## src/hdl/aiog_pkg.sv

```systemverilog
// ----------------------------------------------------------------------------
// aiog_pkg
// Shared constants and types for the arm interlock output gate.
// ----------------------------------------------------------------------------
package aiog_pkg;

  localparam int AGE_WIDTH_DEF = 16;
  localparam int CFG_WIDTH     = 16;
  localparam int CFG_ADDR_W    = 1;
  localparam int IN_DATA_W     = 8;
  localparam int OUT_DATA_W    = 8;

  localparam logic [CFG_WIDTH-1:0] DEBOUNCE_RESET = CFG_WIDTH'(25);
  localparam logic [CFG_WIDTH-1:0] TIMEOUT_RESET  = CFG_WIDTH'(1500);

  typedef enum logic [CFG_ADDR_W-1:0] {
    REG_DEBOUNCE = 1'b0,
    REG_TIMEOUT  = 1'b1
  } cfg_reg_t;

  typedef enum logic [1:0] {
    SW_CHECKING = 2'd0,
    SW_SAFE     = 2'd1,
    SW_ARM      = 2'd2
  } sw_status_t;

endpackage

```

## src/hdl/arm_interlock_output_gate.sv

```systemverilog
// ----------------------------------------------------------------------------
// arm_interlock_output_gate
// Debounces the SAFE/ARM switch, grants arming only on a debounced SAFE-to-ARM
// transition after SAFE was seen, tracks packet age and gates preview and
// stage outputs. One request is one millisecond tick.
//
//   channel | direction | tdata fields (lsb first)
//   in_     | input     | switch_raw, link_up, packet_valid
//   out_    | output    | arm_authorized, preview_enable, stage_enable,
//           |           | switch_status[1:0]
//   cfg_    | input     | 0 debounce_ticks, 1 packet_timeout_ticks
//
// One request per clock sustained while the receiver keeps up. An accepted
// request waits in the input stage register until the result side is free.
// Reset clears the valid flags and the switch and packet state and loads
// the register defaults. A stalled result holds in the output register; the
// input stage holds while blocked and accepts again once the result moves on.
// ----------------------------------------------------------------------------
module arm_interlock_output_gate #(
  parameter int AGE_WIDTH = aiog_pkg::AGE_WIDTH_DEF
) (
  input  logic                             clk,
  input  logic                             rst_n,
  input  logic                             cfg_we,
  input  logic [aiog_pkg::CFG_ADDR_W-1:0]  cfg_addr,
  input  logic [aiog_pkg::CFG_WIDTH-1:0]   cfg_wdata,
  input  logic                             in_tvalid,
  output logic                             in_tready,
  // switch_raw, link_up, packet_valid, zero fill
  input  logic [aiog_pkg::IN_DATA_W-1:0]   in_tdata,
  output logic                             out_tvalid,
  input  logic                             out_tready,
  // arm_authorized, preview_enable, stage_enable, switch_status[1:0], zero fill
  output logic [aiog_pkg::OUT_DATA_W-1:0]  out_tdata
);
  import aiog_pkg::*;

  localparam int CMP_W = (AGE_WIDTH > CFG_WIDTH) ? AGE_WIDTH : CFG_WIDTH;

  logic [CFG_WIDTH-1:0] debounce_r, timeout_r;

  logic       s1_valid_r;
  logic       s1_raw_r, s1_link_r, s1_pkt_r;
  logic       advance;

  logic                 last_raw_r, stable_r, confirmed_r, safe_seen_r, auth_r;
  logic                 pkt_seen_r;
  logic [AGE_WIDTH-1:0] level_age_r, pkt_age_r;

  logic                 last_raw_nxt, stable_nxt, confirmed_nxt, safe_seen_nxt, auth_nxt;
  logic                 pkt_seen_nxt;
  logic [AGE_WIDTH-1:0] level_age_nxt, pkt_age_nxt;
  logic                 settled, fresh, preview;
  sw_status_t           status;

  logic                  out_valid_r;
  logic [OUT_DATA_W-1:0] out_data_r;

  always_ff @(posedge clk) begin
    if (!rst_n) begin
      debounce_r <= DEBOUNCE_RESET;
      timeout_r  <= TIMEOUT_RESET;
    end else if (cfg_we) begin
      case (cfg_addr)
        REG_DEBOUNCE: debounce_r <= cfg_wdata;
        REG_TIMEOUT:  timeout_r  <= cfg_wdata;
        default: ;
      endcase
    end
  end

  assign advance   = s1_valid_r && (!out_valid_r || out_tready);
  assign in_tready = !s1_valid_r || advance;

  always_ff @(posedge clk) begin
    if (!rst_n) begin
      s1_valid_r <= 1'b0;
    end else if (in_tready) begin
      s1_valid_r <= in_tvalid;
    end
  end

  always_ff @(posedge clk) begin
    if (in_tready && in_tvalid) begin
      s1_raw_r  <= in_tdata[0];
      s1_link_r <= in_tdata[1];
      s1_pkt_r  <= in_tdata[2];
    end
  end

  always_comb begin
    last_raw_nxt  = last_raw_r;
    stable_nxt    = stable_r;
    confirmed_nxt = confirmed_r;
    safe_seen_nxt = safe_seen_r;
    auth_nxt      = s1_raw_r ? auth_r : 1'b0;
    pkt_seen_nxt  = pkt_seen_r;
    pkt_age_nxt   = pkt_age_r;

    if (s1_raw_r != last_raw_r) begin
      last_raw_nxt  = s1_raw_r;
      level_age_nxt = '0;
    end else begin
      level_age_nxt = (&level_age_r) ? level_age_r : level_age_r + 1'b1;
    end

    settled = CMP_W'(level_age_nxt) >= CMP_W'(debounce_r);
    if (settled && (!confirmed_r || stable_r != last_raw_nxt)) begin
      stable_nxt = last_raw_nxt;
      if (!confirmed_r) begin
        confirmed_nxt = 1'b1;
        if (!last_raw_nxt) safe_seen_nxt = 1'b1;
      end else if (!last_raw_nxt) begin
        safe_seen_nxt = 1'b1;
        auth_nxt      = 1'b0;
      end else begin
        auth_nxt = safe_seen_r;
      end
    end

    if (s1_pkt_r) begin
      pkt_seen_nxt = 1'b1;
      pkt_age_nxt  = '0;
    end else if (pkt_seen_r) begin
      pkt_age_nxt = (&pkt_age_r) ? pkt_age_r : pkt_age_r + 1'b1;
    end

    fresh   = pkt_seen_nxt && (CMP_W'(pkt_age_nxt) <= CMP_W'(timeout_r));
    preview = s1_link_r && fresh;
    if (!confirmed_nxt) status = SW_CHECKING;
    else if (stable_nxt) status = SW_ARM;
    else status = SW_SAFE;
  end

  always_ff @(posedge clk) begin
    if (!rst_n) begin
      last_raw_r  <= 1'b0;
      stable_r    <= 1'b0;
      confirmed_r <= 1'b0;
      safe_seen_r <= 1'b0;
      auth_r      <= 1'b0;
      pkt_seen_r  <= 1'b0;
      level_age_r <= '0;
      pkt_age_r   <= '0;
    end else if (advance) begin
      last_raw_r  <= last_raw_nxt;
      stable_r    <= stable_nxt;
      confirmed_r <= confirmed_nxt;
      safe_seen_r <= safe_seen_nxt;
      auth_r      <= auth_nxt;
      pkt_seen_r  <= pkt_seen_nxt;
      level_age_r <= level_age_nxt;
      pkt_age_r   <= pkt_age_nxt;
    end
  end

  always_ff @(posedge clk) begin
    if (!rst_n) begin
      out_valid_r <= 1'b0;
    end else if (advance) begin
      out_valid_r <= 1'b1;
    end else if (out_tready) begin
      out_valid_r <= 1'b0;
    end
  end

  always_ff @(posedge clk) begin
    if (advance) begin
      out_data_r <= {3'b000, status, auth_nxt && preview, preview, auth_nxt};
    end
  end

  assign out_tvalid = out_valid_r;
  assign out_tdata  = out_data_r;

endmodule

```

## config.mk

```make
export PLATFORM = sky130hd
export DESIGN_NAME = arm_interlock_output_gate
export DESIGN_NICKNAME = d
export VERILOG_FILES = /design/src/hdl/aiog_pkg.sv /design/src/hdl/arm_interlock_output_gate.sv
export SDC_FILE = /design/constraint.sdc
export NUM_CORES = 1
export LEC_CHECK = 0
export ABC_AREA = 1
export ABC_CLOCK_PERIOD_IN_PS = 2910
export BUFFER_PORTS_ARGS = -buffer_cell sky130_fd_sc_hd__clkbuf_2
export CAP_MARGIN = 30
export CELL_PAD_IN_SITES_DETAIL_PLACEMENT = 0
export CELL_PAD_IN_SITES_GLOBAL_PLACEMENT = 2
export CORE_MARGIN = 4
export CORE_UTILIZATION = 34
export CTS_CLUSTER_SIZE = 16
export DETAILED_ROUTE_END_ITERATION = 12
export GPL_TIMING_DRIVEN = 0
export HOLD_SLACK_MARGIN = 0.1
export PLACE_DENSITY = 0.87
export RECOVER_POWER = 100
export REMOVE_ABC_BUFFERS = 1
export SLEW_MARGIN = 20
export SYNTH_ARGS = -nofsm -noshare
export SYNTH_HDL_FRONTEND = slang
export SYNTH_SLANG_ARGS = --single-unit
```

## constraint.sdc

```tcl
create_clock -name clk -period 2.91 [get_ports clk]
set_input_delay 0.582 -clock clk [delete_from_list [all_inputs] [get_ports clk]]
set_output_delay 0.582 -clock clk [all_outputs]
set_load 0.02 [all_outputs]
```

==> results of run 1 <==
critical path, cell delays in order (launching register included):
cell and delay, ns:
dfxtp_4 0.37, ha_4 0.14, nand2_2 0.05, inv_2 0.06, nand2_2 0.06, inv_2 0.07, nand2_4 0.06, nor2_4 0.18
nand2_4 0.11, o211ai_2 0.22, inv_2 0.07, ha_4 0.26, nand4_1 0.11, nor2_2 0.12, nor2_1 0.05, nand2_1 0.12
nand2_2 0.08, nand2_4 0.14, nand2_4 0.07, nand2_4 0.11, a21oi_2 0.05
cell families (layout without fill, tap and decap cells):
kind of cell / after synthesis / after routing / share of synthesized area [%]
and+or+nand+nor: 228 / 229 / 21.77
AOI/OAI and AO/OA: 167 / 167 / 18.93
buffers and inverters: 144 / 173 / 11.86
DFF: 80 / 80 / 35.05
adders and majority gates: 36 / 36 / 9.387
xor gates and xnor gates: 16 / 16 / 2.921
other: 1 / 3 / 0.07815
timing repair:
| action | in CTS | in global routing |
|---|---|---|
| resized for setup | 11 | 63 |
| cloned | 0 | 1 |
| endpoints found under the setup margin | 9 | 9 |
| pin swaps | 0 | 20 |
| setup buffers | 1 | 8 |
worst max path at each step:
stage | to | slack (ns) | cells after the start
floorplan | out_tdata[3]$_SDFFCE_PN0P_ | 0.31 | 20
global placement | level_age_r[0]$_SDFFE_PN0P_ | -0.45 | 7
detailed placement | out_tdata[3]$_SDFFCE_PN0P_ | -0.35 | 20
CTS | out_tdata[2]$_DFFE_PP_ | 0.01 | 24
global route | out_tdata[2]$_DFFE_PP_ | -0.04 | 20
finish | out_tdata[2]$_DFFE_PP_ | 0.16 | 20
state kept, by name, indices dropped and copies added, names as in the netlist:
signal and cells:
out_tvalid 1, confirmed_r 1, last_raw_r 1, stable_r 1, level_age_r 16, s1_raw_r 1
s1_pkt_r 1, auth_r 1, timeout_r 16, s1_link_r 1, safe_seen_r 1, s1_valid_r 1
debounce_r 16, pkt_age_r 16, pkt_seen_r 1, out_tdata 5
power groups by stage:
stage | registers, mW | logic (mW) | clock network, mW
floorplan | 1.26 | 0.285 | 0
global placement | 1.27 | 0.395 | 0
detailed placement | 1.27 | 0.409 | 0
CTS | 1.24 | 0.416 | 1.26
global route | 1.26 | 0.525 | 1.29
finish | 1.25 | 0.450 | 1.21
final cells by class:
| type | instances | area, um2 |
|---|---|---|
| tap | 180 | 225.2 |
| fill | 1449 | 8107 |
| inverter | 116 | 436.7 |
| multi-input combinational | 451 | 2805 |
| sequential | 80 | 1707 |
| clock inverter | 6 | 83.83 |
| clock buffer | 10 | 229.0 |
| timing repair buffer | 41 | 234.0 |
synthesized netlist by cell type (16+ instances only):
master / n
o211ai_1: 16
nand2_1: 111
dfxtp_1: 72
o21ai_0: 68
nand3_1: 49
nor2_1: 30
clkbuf_1: 18
inv_1: 110
ha_1: 36
a21oi_1: 73
per-layer routing:
metal | vias to the layer above | share of wire [%] | routed length, um | global-route usage, %
met4 | 0 | 1.5 | 165 | 4.416
met2 | 49 | 48 | 5320 | 24.69
met5 | - | 0 | 0 | 0
li1 | 2264 | - | - | -
met1 | 1884 | 48 | 5355 | 17.45
met3 | 12 | 3.2 | 357 | 3.579
==> results.yml, run 1 <==
run_status:
  status: "complete, no violations"
synth:
  synth_top_area_cell: "dfxtp_1"
  synth_warnings: 0
  synthDistinctLibCells: 37
  synth.top_cell.area_share_pct: 30.04
  synth-seq-cells: 80
  synthTopCellsByArea: "dfxtp_1 (30%), ha_1 (9.4%), nand2_1 (8.7%)"
  synthFlopType: "dfxtp_1"
  netlist_area_mm2: 0.004798
  synth-async-reset-ratio_pct: 0
  postSynthAreaPerCell_um2: 7.140
  yosysSeqAreaShare_pct: 35.05
  synthCells: 672
  synth-edff-count: 8
worst_setup_path:
  crit_type: "reg -> reg"
  r2r_slack_ns: 0.16
  worstPathRequired_ns: 3.00
  r2r-start: "level_age_r[1]$_SDFFE_PN0P_"
  crit_arrival_ns: 2.84
  worstRegToRegCells: 20
  crit_fanout: 8
  critPathCaptureType: "flop"
  cp-start-kind: "flop"
  reg2reg_to: "out_tdata[2]$_DFFE_PP_"
  startpoint: "level_age_r[1]$_SDFFE_PN0P_"
layout:
  mostFrequentLayoutCell: "inv_1"
  fin_util_pct: 41.37
  layout-drive-gt1-share_pct: 18.32
  final_area_mm2: 0.005720
  area_growth_pct: 19.22
  layout_common_cells: "inv_1 (107), nand2_1 (98), a21oi_1 (70), o21ai_0 (63), dfxtp_1 (62)"
  nNetsFinal: 765
  antenna_cells: 0
  stdcell_count: 884
drt:
  wl_per_cell_um: 12.67
  avgViaCountPerCell: 4.761
  vias: 4209
  antenna_left: 0
  drt_iter0_drc: 147
  wirelength_mm: 11.20
  dr.pass1.iters: 4
  drc: 0
power_and_ir_drop:
  p_leak_nw: 2.725
  clockPowerShare_pct: 41.7
  p_comb_share_pct: 15.5
  ir_drop_mv: 0.2658
  seqPwrFrac_pct: 42.8
  internal-power_mw: 2.105
  switchingPower_mw: 0.8044
  swShare_pct: 27.65
  power_mw: 2.909
  power.density_mw_per_mm2: 508.6
floorplan:
  rows: 43
  pin_count: 40
  core_area_mm2: 0.01383
  die_y_um: 126.8
  initial_core_util_pct: 34.70
  dieArea_mm2: 0.01608
  die_x_um: 126.8
worst_hold_path:
  hp-start: "in_tdata[0]"
  min_path_type: "in -> reg"
  worstHoldEndpoint: "s1_raw_r$_DFFE_PP_"
  hold_depth: 1
timing:
  clock.fmax_mhz: 363.3
  setup_slack_ns: 0.1576
  worstMarginPinSlew_ns: 1.239
  timing.setup.tns_ns: 0
  hold_ws_ns: 0.4223
  final_max_slew_viol_count: 0
  finalHoldViolations: 0
  period_minus_slack_ns: 2.752
  rsz0062_at_grt: "true"
  slew-limit-headroom_pct: 17.38
  finalSetupViolations: 0
  clock_skew_ns: 0.005751
  min_period_over_period_pct: 94.59
grt:
  track_usage_pct: 14.28
  grt_pass1_wl_mm: 18.86
  grt_pass1_vias: 4077
  gr-total-overflow: 0
  grt_max_degree: 67
  antenna_found_initial: 0
placed_design:
  dp_slack_ns: -0.3458
  placed_area_mm2: 0.005076
  place_hpwl_mm: 7.890
  io_buffer_count: 31
  dp.cells: 858
  place_congestion: 0.7527
clocking:
  htree_levels: 3
  cts.clk_slew.worst_paths_ns: 0.06
  cts-root-buf: "clkbuf_16"
  holdBufCountCts: 0
  cts_tree: "yes"
  cts_buffer_depth: 2
  cts_sinks: 80
  clock_latency_ns: 0.34
  cts_made_buffers: 9
run:
  maxCapViolCount: 0
No activity file was read; power rests on OpenSTA's default activity.
==> run 2, diff against run 1 <==
Settings changed: MAX_ROUTING_LAYER from default to met4, SETUP_SLACK_MARGIN from default to 0.3.
==> run 2 against run 1 <==
  * Maximum frequency is 4.0% higher
  * Core utilization up 1.6 points
  * Via count rose by 2.1%
  * Critical path depth up 4
  * Final cell count grew 1.5%
  * Sequential share of layout area is 0.91 points lower
  * Clock power about the same
  * Hold slack got worse by 0.00073 ns
  * Critical path type unchanged
  * Critical endpoint unchanged
  * Largest cell class unchanged
  * Largest power group unchanged
  * Highest routed layer unchanged
==> results.yml, run 2 (synthesis gave the netlist of run 1 again) <==
floorplan:
  pin_count: 40
  die_x_um: 126.8
  rows: 43
  die_y_um: 126.8
  dieArea_mm2: 0.01608
  core_area_mm2: 0.01383
  initial_core_util_pct: 34.70
worst_setup_path:
  worstPathRequired_ns: 3.00
  r2r-start: "level_age_r[0]$_SDFFE_PN0P_"
  crit_type: "reg -> reg"
  crit_slowest_cell: "dfxtp_2"
  cp-start-kind: "flop"
  cp_cell_sequence: "ha_4 > nand2_2 > inv_2 > nand2_2 > inv_2 > nand2_4 > nor2_4 > nand2_2 > nand2_2 > nand2_2 > nand3_2 > inv_2 > ha_4 > nand2_1 > inv_1 > nand2_2 > nor2_1 > nor2_1 > nand2_1 > nand2_2 > nand2_4 > nand2_4 > nand2_4 > a21oi_2"
  reg2reg_to: "out_tdata[2]$_DFFE_PP_"
  critPathCaptureType: "flop"
  r2r_slack_ns: 0.26
  cpPeakStageDelay_ns: 0.35
  worstRegToRegCells: 24
  cpMostUsedCell: "nand2_2"
  crit_fanout: 7
  crit_arrival_ns: 2.74
grt:
  grt_pass1_vias: 4198
  grt_pass1_wl_mm: 19.49
  grt_max_degree: 67
  track_usage_pct: 15.12
  gr-total-overflow: 0
  antenna_found_initial: 0
worst_hold_path:
  min_path_type: "in -> reg"
  hp-start: "in_tdata[0]"
  hold_depth: 1
  worstHoldEndpoint: "s1_raw_r$_DFFE_PP_"
timing:
  period_minus_slack_ns: 2.646
  rsz0062_at_grt: "true"
  setup_slack_ns: 0.2639
  hold_ws_ns: 0.4216
  finalSetupViolations: 0
  clock.fmax_mhz: 377.9
  min_period_over_period_pct: 90.93
  timing.setup.tns_ns: 0
  worstMarginPinSlew_ns: 1.238
  final_max_slew_viol_count: 0
  slew-limit-headroom_pct: 17.45
  finalHoldViolations: 0
  clock_skew_ns: 0.006018
drt:
  drt_iter0_drc: 187
  antenna_left: 0
  vias: 4299
  dr.pass1.iters: 5
  wirelength_mm: 11.59
  avgViaCountPerCell: 4.793
  wl_per_cell_um: 12.92
  drc: 0
clocking:
  cts_buffer_depth: 2
  cts_sinks: 80
  htree_levels: 3
  cts.clk_slew.worst_paths_ns: 0.07
  cts_tree: "yes"
  cts_made_buffers: 9
  holdBufCountCts: 0
  cts-root-buf: "clkbuf_16"
  clock_latency_ns: 0.34
layout:
  multi_input_area_mm2: 0.002909
  antenna_cells: 0
  layout_common_cells: "inv_1 (104), nand2_1 (91), a21oi_1 (67), o21ai_0 (62), dfxtp_1 (55)"
  layout-drive-gt1-share_pct: 23.43
  stdcell_count: 897
  area_growth_pct: 23.78
  nNetsFinal: 778
  final_area_mm2: 0.005939
  mostFrequentLayoutCell: "inv_1"
  final-seq-area_mm2: 0.001718
  nFillCells: 1425
placed_design:
  io_buffer_count: 31
  placed_area_mm2: 0.005076
  dp_slack_ns: -0.3458
  place_congestion: 0.7624
  dp.cells: 858
  place_hpwl_mm: 7.890
power_and_ir_drop:
  power.density_mw_per_mm2: 495.9
  ir_drop_mv: 0.2669
  p_leak_nw: 2.800
run:
  maxCapViolCount: 0
run_status:
  status: "complete, no violations"
[run 2: changes by cell type in the layout (fill, tap and decap cells not counted), moves of 4 or more]
cell,previous run,this run
buf_4,9,21
dfxtp_2,5,11
nand2_2,17,24
nand2_1,98,91
dfxtp_1,62,55
ha_4,5,9
[run 2: worst max path at each step]
stage,start,endpoint,slack (ns)
after floorplan,level_age_r[0]$_SDFFE_PN0P_,out_tdata[3]$_SDFFCE_PN0P_,0.31
after global placement,out_tready,level_age_r[0]$_SDFFE_PN0P_,-0.45
after detailed placement,level_age_r[0]$_SDFFE_PN0P_,out_tdata[3]$_SDFFCE_PN0P_,-0.35
after CTS,level_age_r[1]$_SDFFE_PN0P_,out_tdata[4]$_SDFFCE_PN0P_,0.24
after global routing,level_age_r[0]$_SDFFE_PN0P_,out_tdata[4]$_SDFFCE_PN0P_,0.04
final,level_age_r[0]$_SDFFE_PN0P_,out_tdata[2]$_DFFE_PP_,0.26
[run 2: cell type report]
cell class	instances	area share, %
timing repair buffer	54	5.688
clock inverter	6	1.411
sequential	80	28.92
inverter	116	7.352
clock buffer	10	3.855
multi-input combinational	451	48.98
tap	180	3.792
[run 2: worst max-delay path, delay by kind of cell (launching register included)]
kind	cells	cell delay, ns
buffers and inverters	4	0.24
AO/OA/AOI/OAI	1	0.05
AND/OR/NAND/NOR	17	1.36
flip-flops	1	0.35
adder cells (fa/ha/maj)	2	0.40
[run 2: per-stage QoR]
step | total power, mW | util [%]
floorplan | 1.546 | -
global placement | 1.661 | 36.54
detailed placement | 1.677 | 36.71
CTS | 2.961 | 41.74
global route | 3.111 | 42.96
finish | 2.946 | 42.96
[run 2: power breakdown]
| part | switching [mW] | total [mW] | internal [mW] |
|---|---|---|---|
| combinational | 0.302 | 0.486 | 0.184 |
| sequential | 0.0553 | 1.25 | 1.19 |
| clock | 0.465 | 1.21 | 0.749 |
[run 2: timing repair]
item                                    4_1_cts  5_1_grt
endpoints found under the setup margin        9        9
gates resized for setup                      67       40
pin swaps                                    22       31
gates cloned                                  1        0
setup buffers                                17        5
[run 2: layer usage]
| layer | up-vias | track usage [%] | share of wire (%) |
|---|---|---|---|
| li1 | 2293 | - | - |
| met3 | 20 | 3.747 | 2.6 |
| met4 | 0 | 4.101 | 1.8 |
| met2 | 42 | 25.47 | 48 |
| met1 | 1944 | 18.03 | 48 |
| met5 | - | - | 0 |
==> run 3, diff against run 2 <==
Settings changed: BUFFER_PORTS_ARGS -buffer_cell sky130_fd_sc_hd__clkbuf_2 to default, CORE_UTILIZATION 34 to 37, DONT_BUFFER_PORTS from default to 1, PLACE_DENSITY 0.87 to 0.88.
==> run 3 against run 2 <==
  * Die area is 7.6% lower
  * Non-clock buffer count is 30 lower
  * Sequential share of layout area rose by 0.95 points
  * Clock power decreased by 7%
  * Hold slack got worse by 0.081 ns
  * Largest power group unchanged
  * Sequential power is essentially flat
  * Critical endpoint is now out_tdata[4]$_SDFFCE_PN0P_
  * Clock skew up 0.0022 ns
==> results.yml, run 3 (synthesis gave the netlist of run 1 again) <==
layout:
  mostFrequentLayoutCell: "inv_1"
  nNetsFinal: 747
  final_area_mm2: 0.005747
  area_growth_pct: 19.77
  antenna_cells: 0
  layout_common_cells: "inv_1 (105), nand2_1 (96), a21oi_1 (68), o21ai_0 (61), dfxtp_1 (56)"
  layout-drive-gt1-share_pct: 19.39
floorplan:
  die_x_um: 121.9
  dieArea_mm2: 0.01485
  die_y_um: 121.9
  core_area_mm2: 0.01267
  pin_count: 40
  initial_core_util_pct: 37.87
  rows: 41
worst_setup_path:
  cp-start-kind: "flop"
  critPathCaptureType: "flop"
  crit_arrival_ns: 2.77
  worstPathRequired_ns: 3.01
  r2r_slack_ns: 0.24
  startpoint: "level_age_r[1]$_SDFFE_PN0P_"
  crit_fanout: 8
  r2r-start: "level_age_r[1]$_SDFFE_PN0P_"
  worstRegToRegCells: 19
  crit_type: "reg -> reg"
  reg2reg_to: "out_tdata[4]$_SDFFCE_PN0P_"
power_and_ir_drop:
  swShare_pct: 28.13
  p_comb_share_pct: 15.9
  ir_drop_mv: 0.2329
  seqPwrFrac_pct: 44.3
  switchingPower_mw: 0.7964
  internal-power_mw: 2.035
  p_leak_nw: 2.671
  clockPowerShare_pct: 39.9
  power.density_mw_per_mm2: 492.7
grt:
  grt_max_degree: 67
  grt_pass1_vias: 3988
  track_usage_pct: 16.39
  grt_pass1_wl_mm: 18.82
  gr-total-overflow: 0
  antenna_found_initial: 0
run_status:
  status: "complete, no violations"
timing:
  finalSetupViolations: 0
  rsz0062_at_grt: "true"
  worstMarginPinSlew_ns: 1.034
  clock.fmax_mhz: 374.8
  finalHoldViolations: 0
  min_period_over_period_pct: 91.69
  final_max_slew_viol_count: 0
  period_minus_slack_ns: 2.668
  setup_slack_ns: 0.2419
  slew-limit-headroom_pct: 30.71
  clock_skew_ns: 0.008241
clocking:
  cts-root-buf: "clkbuf_16"
  cts_made_buffers: 9
  cts_sinks: 80
  htree_levels: 3
  cts_buffer_depth: 2
  clock_latency_ns: 0.34
  cts_tree: "yes"
  cts.clk_slew.worst_paths_ns: 0.06
placed_design:
  io_buffer_count: 0
  dp_slack_ns: -0.3146
  place_congestion: 0.8012
  placed_area_mm2: 0.004908
  place_hpwl_mm: 7.856
drt:
  drt_iter0_drc: 207
  wl_per_cell_um: 13.24
  antenna_left: 0
  avgViaCountPerCell: 4.843
  dr.pass1.iters: 4
  drc: 0
  vias: 4155
  wirelength_mm: 11.36
worst_hold_path:
  min_path_type: "in -> reg"
  worstHoldEndpoint: "s1_link_r$_DFFE_PP_"
  hp-start: "in_tdata[1]"
  hold_depth: 0
run:
  maxCapViolCount: 0
## run 3: changes by cell type in the layout (fill, tap and decap cells not counted), sizes merged
cell      change
buf           +2
clkinvlp      +1
bufinv        -1
clkinv        -2
clkbuf       -31
inv           +1
nand2         -1
## run 3: power groups by stage
| stage | sequential, mW | combinational (mW) | clock [mW] |
|---|---|---|---|
| 2_1_floorplan | 1.26 | 0.285 | 0 |
| 3_3_place_gp | 1.27 | 0.348 | 0 |
| 3_5_place_dp | 1.28 | 0.364 | 0 |
| 4_1_cts | 1.25 | 0.420 | 1.17 |
| 5_1_grt | 1.26 | 0.518 | 1.21 |
| 6_report | 1.25 | 0.449 | 1.13 |
## run 3: metal layers
layer / vias to the layer above / part of all wire, % / GRT usage (%)
li1: 2224 / - / -
met1: 1889 / 46 / 19.66
met2: 27 / 50 / 27.73
met3: 15 / 1.7 / 2.136
met4: 0 / 2.1 / 6.933
met5: - / 0 / -
## run 3: critical path, cell delays in order, from the launching register on
cell and delay, ns:
dfxtp_2 0.35, ha_4 0.13, nand2_2 0.05, inv_2 0.06, nand2_2 0.06, inv_2 0.07, nand2_4 0.05, nor2_4 0.11
nand2_4 0.10, nand2_1 0.07, nand2_1 0.05, nand3_1 0.12, inv_1 0.07, ha_1 0.30, a21oi_1 0.12, o21ai_1 0.10
a21oi_2 0.19, nand2_4 0.11, buf_4 0.15, o21a_1 0.16
## run 3: per-stage QoR
step	total power, mW	setup TNS (ns)	instances	hold WS, ns	utilization (%)
2_1_floorplan	1.546	0	646	0.4303	-
3_3_place_gp	1.622	-12.21	818	0.4404	38.57
3_5_place_dp	1.640	-1.516	819	0.4421	38.74
4_1_cts	2.843	0	853	0.3254	44.07
5_1_grt	2.991	0	858	0.3274	45.35
6_report	2.831	0	858	0.3404	45.35
## run 3: how the worst max path moves through the flow
stage | end | slack (ns) | cells after the start
2_1_floorplan | out_tdata[3]$_SDFFCE_PN0P_ | 0.31 | 20
3_3_place_gp | level_age_r[0]$_SDFFE_PN0P_ | -0.37 | 6
3_5_place_dp | out_tdata[3]$_SDFFCE_PN0P_ | -0.31 | 20
4_1_cts | out_tdata[3]$_SDFFCE_PN0P_ | 0.21 | 21
5_1_grt | level_age_r[2]$_SDFFE_PN0P_ | 0.07 | 6
6_report | out_tdata[4]$_SDFFCE_PN0P_ | 0.24 | 19
## run 3: layout make-up
cell class / instances / area (um2)
Clock buffer: 11 / 232.7
Clock inverter: 5 / 56.30
Fill cell: 1270 / 6924
Inverter: 116 / 439.2
Multi-Input combinational cell: 450 / 2882
Sequential cell: 80 / 1717
Tap cell: 172 / 215.2
Timing Repair Buffer: 24 / 205.2
## run 3: repair_timing
action | CTS | global route
pin swaps | 17 | 22
endpoints found under the hold margin | 0 | 0
endpoints found under the setup margin | 9 | 9
hold buffers | 0 | 0
setup buffers | 18 | 5
resized for setup | 66 | 33
